--- config.mk ---
export PLATFORM = sky130hd
export DESIGN_NAME = pfm_mod_unit
export DESIGN_NICKNAME = d
export VERILOG_FILES = /design/src/hw/rtl/pfm_pkg.sv /design/src/hw/rtl/pfm_mod_unit.sv
export SDC_FILE = /design/constraint.sdc
export NUM_CORES = 1
export LEC_CHECK = 0
export ABC_AREA = 1
export BUFFER_PORTS_ARGS = -buffer_cell sky130_fd_sc_hd__clkbuf_2
export CAP_MARGIN = 25
export CORE_MARGIN = 2
export CORE_UTILIZATION = 35
export DETAILED_ROUTE_END_ITERATION = 10
export GPL_ROUTABILITY_DRIVEN = 0
export PLACE_DENSITY = 0.71
export REMOVE_ABC_BUFFERS = 1
export SYNTH_ARGS = -nofsm -noshare
export SYNTH_HDL_FRONTEND = slang
export SYNTH_SLANG_ARGS = --single-unit
--- constraint.sdc ---
create_clock -name clk -period 1.24 [get_ports clk]
set_clock_uncertainty 0.1 [all_clocks]
set_input_delay 0.062 -clock clk [delete_from_list [all_inputs] [get_ports clk]]
set_output_delay 0.062 -clock clk [all_outputs]
set_load 0.05 [all_outputs]
--- src/hw/rtl/pfm_pkg.sv ---
// Shared widths, request codes and status codes of the page frame mapper.
package pfm_pkg;

  localparam int SEC_W        = 10;
  localparam int HINT_W       = 16;
  localparam int REQ_W        = 2;
  localparam int ST_W         = 3;
  localparam int OUT_FRM_W    = 5;
  localparam int SCAN_CHUNK   = 32;

  typedef logic [REQ_W-1:0] req_t;
  typedef logic [ST_W-1:0]  status_t;

  localparam req_t REQ_LOOKUP  = 2'd0;
  localparam req_t REQ_REPLACE = 2'd1;
  localparam req_t REQ_FREE    = 2'd2;

  localparam status_t ST_HIT      = 3'd0;
  localparam status_t ST_ALLOC    = 3'd1;
  localparam status_t ST_FAULT    = 3'd2;
  localparam status_t ST_REPLACED = 3'd3;
  localparam status_t ST_FREED    = 3'd4;
  localparam status_t ST_IGNORED  = 3'd5;

endpackage

--- src/hw/rtl/pfm_mod_unit.sv ---
// Reciprocal-multiply unit reducing the victim hint modulo the frame count, in quotient, remainder and fix phases.
module pfm_mod_unit #(
  parameter int NUM_FRAMES = 32
) (
  input  logic                        clk,
  input  logic                        rst_n,
  input  logic                        start,
  input  logic [pfm_pkg::HINT_W-1:0]  hint,
  output logic                        busy,
  output logic [((NUM_FRAMES > 1) ? $clog2(NUM_FRAMES) : 1)-1:0] rem
);
  import pfm_pkg::*;

  localparam int FW = (NUM_FRAMES > 1) ? $clog2(NUM_FRAMES) : 1;
  localparam int NW = FW + 1;
  localparam int PW = HINT_W + 32;
  localparam int BW = HINT_W + NW;
  localparam logic [31:0]   RECIP = 32'((64'd1 << 32) / NUM_FRAMES);
  localparam logic [NW-1:0] MODV  = NW'(NUM_FRAMES);

  localparam logic [1:0] P_QUOT = 2'd0;
  localparam logic [1:0] P_REM  = 2'd1;
  localparam logic [1:0] P_FIX  = 2'd2;

  logic [HINT_W-1:0] hint_r;
  logic [PW-1:0]     prod_r;
  logic [HINT_W-1:0] quot;
  logic [BW-1:0]     back;
  logic [BW-1:0]     diff;
  logic [NW-1:0]     rest_r;
  logic [FW-1:0]     rem_r;
  logic [1:0]        phase_r;
  logic              busy_r;

  // quotient estimate is exact or one low; one compare-subtract settles it
  assign quot = prod_r[PW-1:32];
  assign back = BW'(quot) * BW'(MODV);
  assign diff = BW'(hint_r) - back;

  always_ff @(posedge clk) begin
    if (!rst_n) begin
      busy_r  <= 1'b0;
      phase_r <= P_QUOT;
    end else if (start) begin
      busy_r  <= 1'b1;
      phase_r <= P_QUOT;
    end else if (busy_r) begin
      unique case (phase_r)
        P_QUOT: begin
          phase_r <= P_REM;
        end
        P_REM: begin
          phase_r <= P_FIX;
        end
        default: begin
          phase_r <= P_QUOT;
          busy_r  <= 1'b0;
        end
      endcase
    end
  end

  always_ff @(posedge clk) begin
    if (start) begin
      hint_r <= hint;
    end else if (busy_r) begin
      unique case (phase_r)
        P_QUOT: begin
          prod_r <= PW'(hint_r) * PW'(RECIP);
        end
        P_REM: begin
          rest_r <= NW'(diff);
        end
        default: begin
          rem_r <= (rest_r >= MODV) ? FW'(rest_r - MODV) : FW'(rest_r);
        end
      endcase
    end
  end

  assign busy = busy_r;
  assign rem  = rem_r;

endmodule

==> flow_summary.toml <==
[die]
placeableCoreArea_mm2 = 0.001524
io_pins = 25
dieArea_mm2 = 0.002004
die-height_um = 44.77
rows = 14
die_w_um = 44.77
floorplan.initialDensity = 0.3818

[global_routing]
antenna_found_initial = 0
track_usage = 0.08426
grt_pass1_wl_um = 1173
grt_max_degree = 11
grt_overflow = 0
first_global_vias = 316

[placed_design]
port_buffers = 13
placed_area_um2 = 681.9

[setup_path]
slowest_stage = "dfxtp_1"
crit_family = "flip-flops"
path_class = "reg2reg"
crit_arrival_ps = 1030
cp-end-kind = "register"
startpoint_type = "register"
path_max_fanout = 5
worstPathCellList = "inv_1, nand2_2, nor2_1, buf_4"
cp.buffers_inverters = 2
crit_required_ps = 1150
slowest_delay_ps = 340

[clock_tree]
clk_path_buf_depth = 2
clkSinkCount = 18
clkLatencyLatePin_ps = 280
path_clk_slew_ps = 100
htreeDepth = 1
numCtsBuffers = 3
cts_tree = "yes"
cts_setup_buffers = 0
ctsRootBufferMaster = "clkbuf_4"

[layout]
layout.nets = 80
final_cell_mix = "edfxtp_1 (15), clkbuf_2 (12), dlygate4sd3_1 (8)"
stdcell_area_um2 = 789.5
drive_gt1_frac = 0.3667
syn_to_final_growth_pct = 35.70
num_antenna_cells = 0
mostFrequentLayoutCell = "edfxtp_1"

[timing]
fin_crit_sh = 0.9024
drv_slew = 0
rsz0062_at_grt = "false"
period_needed_ps = 1119
slew_headroom = 0.8158
setup_viol = 0
max_freq_mhz = 893.7
tightest_slew_ps = 277.5
hold_viol_final = 0

[logic_synthesis]
ys_top_cells_by_area = "edfxtp_1 (77%), dfxtp_1 (10%), nor2_1 (2.6%)"
netlist_instances = 33
ys_seq_area_frac = 0.8774
yosys_warnings = 0
synth_cell_type_count = 10
synth_area_per_cell_um2 = 17.63
yosysTopAreaCell = "edfxtp_1"
syn_area_um2 = 581.8
yosys.area.top_type_share = 0.7742
yosys_register_bits = 18

[pwr]
irDropWorstVdd_mv = 0.7316
total_power_w = 0.001026
p_per_area_mw_per_mm2 = 1300
p_leak_nw = 0.3019

[routing]
dr_total_vias = 337
viasPerCell = 4.434
wire_per_inst_um = 9.895
ant_nets = 0
drt_wl_total_um = 752
first_pass_iters = 3
drt_iter0_markers = 4
drc = 0

[worst_hold_path]
hp-class = "in2reg"

[job]
drv_cap = 0

[status]
status = "finished, final reports clean"
cell usage after synthesis, drive strengths merged:
| cell | number |
|---|---|
| nor2 | 4 |
| a21oi | 2 |
| inv | 2 |
| dfxtp | 3 |
| edfxtp | 15 |
| a21boi | 1 |
| nand2 | 4 |
| nand3 | 2 |
power by group:
| part | total, W | switching (W) | internal, W |
|---|---|---|---|
| logic | 0.0000611 | 0.0000282 | 0.0000330 |
| registers | 0.000682 | 0.00000876 | 0.000674 |
| clock network | 0.000283 | 0.000166 | 0.000117 |
| total | 0.00103 | 0.000203 | 0.000823 |
flip-flops by register name (all words and copies together), names as in the netlist:
signal	flops
hint_r	5
rem	5
rest_r	5
phase_r	2
busy	1
cells by family (layout without fill, tap and decap cells):
logic type	after synthesis	count (layout)	share of synthesized area
and+or+nand+nor	10	10	0.07312
AOI/OAI and AO/OA	3	3	0.03656
DFF	18	18	0.8774
buffers and inverters	2	29	0.01289
cell type report:
| class | instances | area (um2) |
|---|---|---|
| Clock buffer | 3 | 22.52 |
| Clock inverter | 1 | 3.754 |
| Multi-Input combinational cell | 13 | 63.81 |
| Timing Repair Buffer | 23 | 160.2 |
| Inverter | 2 | 7.507 |
| Sequential cell | 18 | 511.7 |
| Fill cell | 119 | 734.5 |
| Tap cell | 16 | 20.02 |
per-layer routing:
layer  wire length [um]  global-route usage  vias to the layer above
met5                  0                   0                        -
met4                  0             0.05882                        0
met3                 50             0.02400                        0
met2                384              0.1478                       14
met1                316             0.08533                      152
li1                   -                   -                      171
per-stage QoR:
step	setup slack (ps)	TNS, ps	utilization	instances	hold WS (ps)
finish	121.0	0	0.5181	76	143.8
global placement	96.14	0	0.4475	64	139.3
global route	39.17	0	0.5181	76	146.2
floorplan	-294.3	-2903	-	33	60.87
detailed placement	90.03	0	0.4475	64	141.6
CTS	33.75	0	0.5172	76	143.8
final timing paths:
check	from	depth (start not counted)	slack, ps	endpoint
worst max-delay path	phase_r[1]	4	120	rest_r[3]
worst max register to register	phase_r[1]	4	120	rest_r[3]
worst min register to register	hint_r[2]	0	320	rest_r[2]
worst min-delay path	start	3	140	rem[4]
worst reg2reg max path, delay by kind of cell (launching register included):
kind                   cells  cell delay (ps)
buffers and inverters      2              240
AND/OR/NAND/NOR            2              160
flip-flops                 1              340
repair_timing:
action                                  4_1_cts  5_1_grt
gates resized for setup                       0        2
hold endpoints to repair                     13        0
endpoints found under the setup margin        0       11
hold buffers                                  8        0
Power figures use the tool's default switching activity.
