**src/hw/rtl/pfm_pkg.sv**
```systemverilog
// Shared widths, request codes and status codes of the page frame mapper.
package pfm_pkg;

  localparam int SEC_W        = 10;
  localparam int HINT_W       = 16;
  localparam int REQ_W        = 2;
  localparam int ST_W         = 3;
  localparam int OUT_FRM_W    = 5;
  localparam int SCAN_CHUNK   = 32;

  typedef logic [REQ_W-1:0] req_t;
  typedef logic [ST_W-1:0]  status_t;

  localparam req_t REQ_LOOKUP  = 2'd0;
  localparam req_t REQ_REPLACE = 2'd1;
  localparam req_t REQ_FREE    = 2'd2;

  localparam status_t ST_HIT      = 3'd0;
  localparam status_t ST_ALLOC    = 3'd1;
  localparam status_t ST_FAULT    = 3'd2;
  localparam status_t ST_REPLACED = 3'd3;
  localparam status_t ST_FREED    = 3'd4;
  localparam status_t ST_IGNORED  = 3'd5;

endpackage

```
**src/hw/rtl/pfm_free_scan.sv**
```systemverilog
// Chunked search for the lowest free frame, one chunk of used flags per cycle.
module pfm_free_scan #(
  parameter int NUM_FRAMES = 32
) (
  input  logic                  clk,
  input  logic                  rst_n,
  input  logic                  start,
  input  logic [NUM_FRAMES-1:0] used,
  output logic                  busy,
  output logic                  found,
  output logic [((NUM_FRAMES > 1) ? $clog2(NUM_FRAMES) : 1)-1:0] frame
);
  import pfm_pkg::*;

  localparam int FW     = (NUM_FRAMES > 1) ? $clog2(NUM_FRAMES) : 1;
  localparam int CHUNK  = (NUM_FRAMES < SCAN_CHUNK) ? NUM_FRAMES : SCAN_CHUNK;
  localparam int NCHUNK = (NUM_FRAMES + CHUNK - 1) / CHUNK;
  localparam int CW     = (NCHUNK > 1) ? $clog2(NCHUNK) : 1;
  localparam int PW     = (CHUNK > 1) ? $clog2(CHUNK) : 1;
  localparam int PADW   = NCHUNK * CHUNK;

  logic [PADW-1:0]  used_pad;
  logic [CHUNK-1:0] chunk;
  logic             hit;
  logic [PW-1:0]    pos;
  logic [FW-1:0]    idx;
  logic             last;
  logic [CW-1:0]    c_r;
  logic             busy_r;
  logic             found_r;
  logic [FW-1:0]    frame_r;

  if (PADW > NUM_FRAMES) begin : g_pad
    assign used_pad = {{(PADW - NUM_FRAMES){1'b1}}, used};
  end else begin : g_nopad
    assign used_pad = used;
  end

  assign chunk = used_pad[c_r * CHUNK +: CHUNK];
  assign last  = (c_r == CW'(NCHUNK - 1));

  always_comb begin
    hit = 1'b0;
    pos = '0;
    for (int k = CHUNK - 1; k >= 0; k--) begin
      if (!chunk[k]) begin
        hit = 1'b1;
        pos = PW'(k);
      end
    end
  end

  assign idx = FW'(16'(c_r) * 16'(CHUNK) + 16'(pos));

  always_ff @(posedge clk) begin
    if (!rst_n) begin
      busy_r <= 1'b0;
      c_r    <= '0;
    end else if (start) begin
      busy_r <= 1'b1;
      c_r    <= '0;
    end else if (busy_r) begin
      if (hit || last) begin
        busy_r <= 1'b0;
      end else begin
        c_r <= c_r + 1'b1;
      end
    end
  end

  always_ff @(posedge clk) begin
    if (busy_r && (hit || last)) begin
      found_r <= hit;
      frame_r <= idx;
    end
  end

  assign busy  = busy_r;
  assign found = found_r;
  assign frame = frame_r;

endmodule

```
**config.mk**
```make
export PLATFORM = sky130hd
export DESIGN_NAME = pfm_free_scan
export DESIGN_NICKNAME = d
export VERILOG_FILES = /design/src/hw/rtl/pfm_pkg.sv /design/src/hw/rtl/pfm_free_scan.sv
export SDC_FILE = /design/constraint.sdc
export NUM_CORES = 1
export LEC_CHECK = 0
export BUFFER_PORTS_ARGS = -buffer_cell sky130_fd_sc_hd__clkbuf_2
export CAP_MARGIN = 20
export CORE_AREA = 2 2 42 44
export DETAILED_ROUTE_END_ITERATION = 10
export DIE_AREA = 0 0 44 46
export HOLD_SLACK_MARGIN = 0.06
export PLACE_DENSITY = 0.78
export SLEW_MARGIN = 30
export SYNTH_ARGS = -nofsm -noshare
export SYNTH_HDL_FRONTEND = slang
export SYNTH_SLANG_ARGS = --single-unit
```
**constraint.sdc**
```tcl
create_clock -name clk -period 2.8 [get_ports clk]
set_clock_uncertainty 0.05 [all_clocks]
set_input_delay 0.42 -clock clk [delete_from_list [all_inputs] [get_ports clk]]
set_output_delay 0.42 -clock clk [all_outputs]
set_load 0.02 [all_outputs]
```
==> results list <==
- Parity-gate share of the synthesized area counting xor and xnor cells: 0%
* H-Tree Level Count: 1
- Worst path cell trace: nor2b_1 -> and2_1 -> nand4_1 -> nand3b_1 -> or2_2
- For this design, the slowest cell found on the critical path is sky130_fd_sc_hd__dfxtp_1.
* Arrival time reported for the critical path endpoint: 1.61 ns
- Data on the critical path is required at its endpoint by 2.75 ns.
- Counting every instance in the synthesized netlist gives 80.
- Per-instance average area after synthesis: 7.82 sq um
* Global routing met2 resource utilization: 33.2%
- Min setup slack post-route: 1.14 ns
- The number of setup buffers added after CTS is 0.
* Portion of the post-synthesis area used by sequential elements: 35.2%
* Start of the worst register-to-register path: c_r
- Hold Crit Class: in -> reg
- Transition time at the pin with the least slew margin: 0.579 ns
* Total power consumption of the routed design: 0.291 mW
- CTS sink cnt: 8
- The floorplan step set the die height to 46 microns.
- Reg2reg path depth: 5
- Multiplexer cells account for 0% of the synthesized area.
* Slew headroom: 60.4%
- Unrepaired setup endpoints after global routing: false
* Total I/O pin count: 42
- Startpoint types: register
- Setup violations remaining at the end of the flow were counted as 0.
- Post-synth cell types: 29
* Largest net degree at the start of global routing: 10
- The worst-case IR drop observed on VDD is 0.000109 V.
* Net count of the mapped netlist: 115
- Buffers added on ports: 41
- Post-synthesis to final-layout area growth: 38.0%
* DR WL/cell: 10.9 microns
* Final Hold Viols: 0
- The core region is 0.00161 sq mm.
* Reg-to-reg critical path endpoint: found
- Clock tree from TritonCTS: done
- Ratio of total power to cell area: 337 mW/mm^2
- Antenna fix cells: 0
* Max stage delay on crit path: 0.38 ns
* Number of vias per cell after detailed routing: 5.54
- Maximum fanout along the worst path: 9
- After Yosys synthesis, and, or, nand and nor cells account for 32.8% of the synthesized area.
- Hold_buf cts: 0
- Based on the critical path, the design can be clocked at up to 603 MHz.
- Summing the areas of all fa, ha and maj instances in the mapped netlist gives 0% of the synthesized area.
- Final Cycle Share: 59.3%
- TritonCTS created 3 clock buffers.
- Root buffer cell: sky130_fd_sc_hd__clkbuf_4
- Worst hold endpoint: busy
* Post-Place Cells: 136
- Clock-pin slew was measured on the worst setup and hold paths at 0.06 ns.
* Total Negative Setup Slacks: 0 ns
- The synthesized design contains 6 enable-type register cells.
* Violation count after the first detailed-route iteration: 11
- Count of maximum capacitance violations: 0
- The flow ran to the end, and the final reports show no timing, DRC or antenna violations.
- Total via count after detailed routing: 775
- The number of antenna violations at the first check in global routing was 0.
- The finished layout holds 140 standard cells, fillers aside.
* Clock latency reported for the late side of the worst-skew pair: 0.25 ns
- Remaining number of nets flagged by the antenna check after routing: 0
- After the last flow step, the layout net total stands at 159.
- The number of pins with negative max-slew slack in the final report is 0.
- For this run, global-route usage on met3 was measured as 1.19%.
- After synthesis, the share of flip-flops with an asynchronous set or reset is 0%.
* Pre-CTS setup slack: 0.961 ns
* Startpoint of the lowest-slack hold path: start
- CP Class: reg -> reg
- Hold Worst Slack: 0.340 ns
- Predominant post-synthesis flop cell: sky130_fd_sc_hd__edfxtp_1
- The final layout contains routed wiring with a total length of 1530 microns.
- In this run the core area contains 15 standard-cell rows.
- Share of layout cells above drive strength 1: 37.4%
* Maximum clock path buffer count: 2
- The layer flagged by global routing as most heavily used is met2.
- Area fraction in compound gates after synthesis: 24.8%
* Yosys Warn Count: 0
* Global-route congestion overflow total: 0
- In this run the horizontal extent of the chip is 44 microns.
* Static leakage: 0.412 nW
- STA classifies the critical path endpoint as a register.
- Cell Area, Synth: 626 sq um
- Met1 track demand over resource: 18.5%
* First-pass GRT wire length: 2570 microns
- Routability-driven placement finished with a final weighted congestion of 0.788.
- For the finished layout, the period the worst path requires is 1.66 ns.
* #FFs+latches synth: 8
- Reg2Reg Setup Slack: 1.14 ns
* Die Footprint: 0.00202 sq mm
- In the routed design, unresolved DRC markers number 0.
- The number of global-route vias before repair was 677.
* Post-cts resize count: 0
* Hold-critical path depth: 2
- The initial utilization of the core area, before any placement, comes to 38.8%.
* Global-route usage over all layers: 16.7%
* Combinational family with the most area after synthesis: simple AND/OR/NAND/NOR gates
* DPL Wire Length: 1380 microns
* Number of optimization iterations in the first detailed-route pass: 5
==> flip-flops by register name, indices dropped and copies added, names as in the netlist <==
signal / flops
found: 1
busy: 1
c_r: 1
frame: 5
==> worst max-delay path, delay by kind of cell (launching register included) <==
kind	cells	cell delay [ns]
AND/OR/NAND/NOR	5	0.98
flip-flops	1	0.38
==> power breakdown <==
part | total [mW] | switching, mW | internal [mW] | leakage, nW
combinational | 0.0658 | 0.0354 | 0.0304 | 0.314
sequential | 0.132 | 0.00209 | 0.130 | 0.0828
clock | 0.0930 | 0.0385 | 0.0545 | 0.0150
==> cells by family (layout without fill, tap and decap cells) <==
group           Yosys count  after routing
simple gates             39             39
compound gates           23             23
buf+inv                  10             53
flops                     8              8
==> cell usage after synthesis (2+ instances only) <==
master	instances	area, sq um
sky130_fd_sc_hd__o2111ai_1	2	17.5
sky130_fd_sc_hd__and2_1	2	12.5
sky130_fd_sc_hd__nor2b_1	2	12.5
sky130_fd_sc_hd__o211ai_1	2	15.0
sky130_fd_sc_hd__o21ai_0	5	25.0
sky130_fd_sc_hd__nand2_1	12	45.0
sky130_fd_sc_hd__inv_1	8	30.0
sky130_fd_sc_hd__nand3_1	6	30.0
sky130_fd_sc_hd__a21oi_1	3	15.0
sky130_fd_sc_hd__nor2_1	2	7.51
sky130_fd_sc_hd__nor3_1	4	20.0
sky130_fd_sc_hd__a31oi_1	4	25.0
sky130_fd_sc_hd__nor4_1	2	12.5
sky130_fd_sc_hd__dfxtp_1	2	40.0
sky130_fd_sc_hd__edfxtp_1	6	180
sky130_fd_sc_hd__nand3b_1	2	15.0
sky130_fd_sc_hd__nand4_1	4	25.0
==> worst max-delay path by stage <==
stage              from  endpoint  slack [ns]
2_1_floorplan   used[7]     found        1.22
3_3_place_gp   used[11]  frame[0]        1.03
4_1_cts             c_r     found        1.15
3_5_place_dp   used[11]  frame[0]        0.96
6_report            c_r     found        1.14
5_1_grt             c_r     found        1.02
==> layer usage <==
metal | up-vias | wire (microns)
li1 | 393 | -
met5 | - | 0
met3 | 2 | 110
met1 | 347 | 629
met4 | 0 | 16
met2 | 33 | 775
==> area by class of cell <==
type                            count  area (sq um)
Clock buffer                        4          26.3
Inverter                            8          30.0
Fill cell                         169           751
Multi-Input combinational cell     62           360
Sequential cell                     8           220
Timing Repair Buffer               41           205
Tap cell                           17          21.3
==> per-stage QoR <==
stage	util [%]	instance area (sq um)
detailed placement	51.9	837
floorplan	-	626
CTS	53.5	863
global placement	51.9	837
global route	53.5	863
finish	53.5	863
==> cell usage in the layout (no fill, tap or decap), drive strengths merged <==
cell     count
o2111ai      2
inv          8
a31oi        4
nand4        4
dfxtp        2
nor2         2
and2         2
clkbuf      45
and3b        1
a21oi        3
or2          1
nor3         4
a41oi        1
or4b         1
nand2       12
o21ai        6
nor2b        2
o221a        1
nor4         2
edfxtp       6
nand3b       2
a2111oi      1
o211ai       2
o221ai       1
a21o         1
a21boi       1
nand3        6
Power figures use the tool's default switching activity.
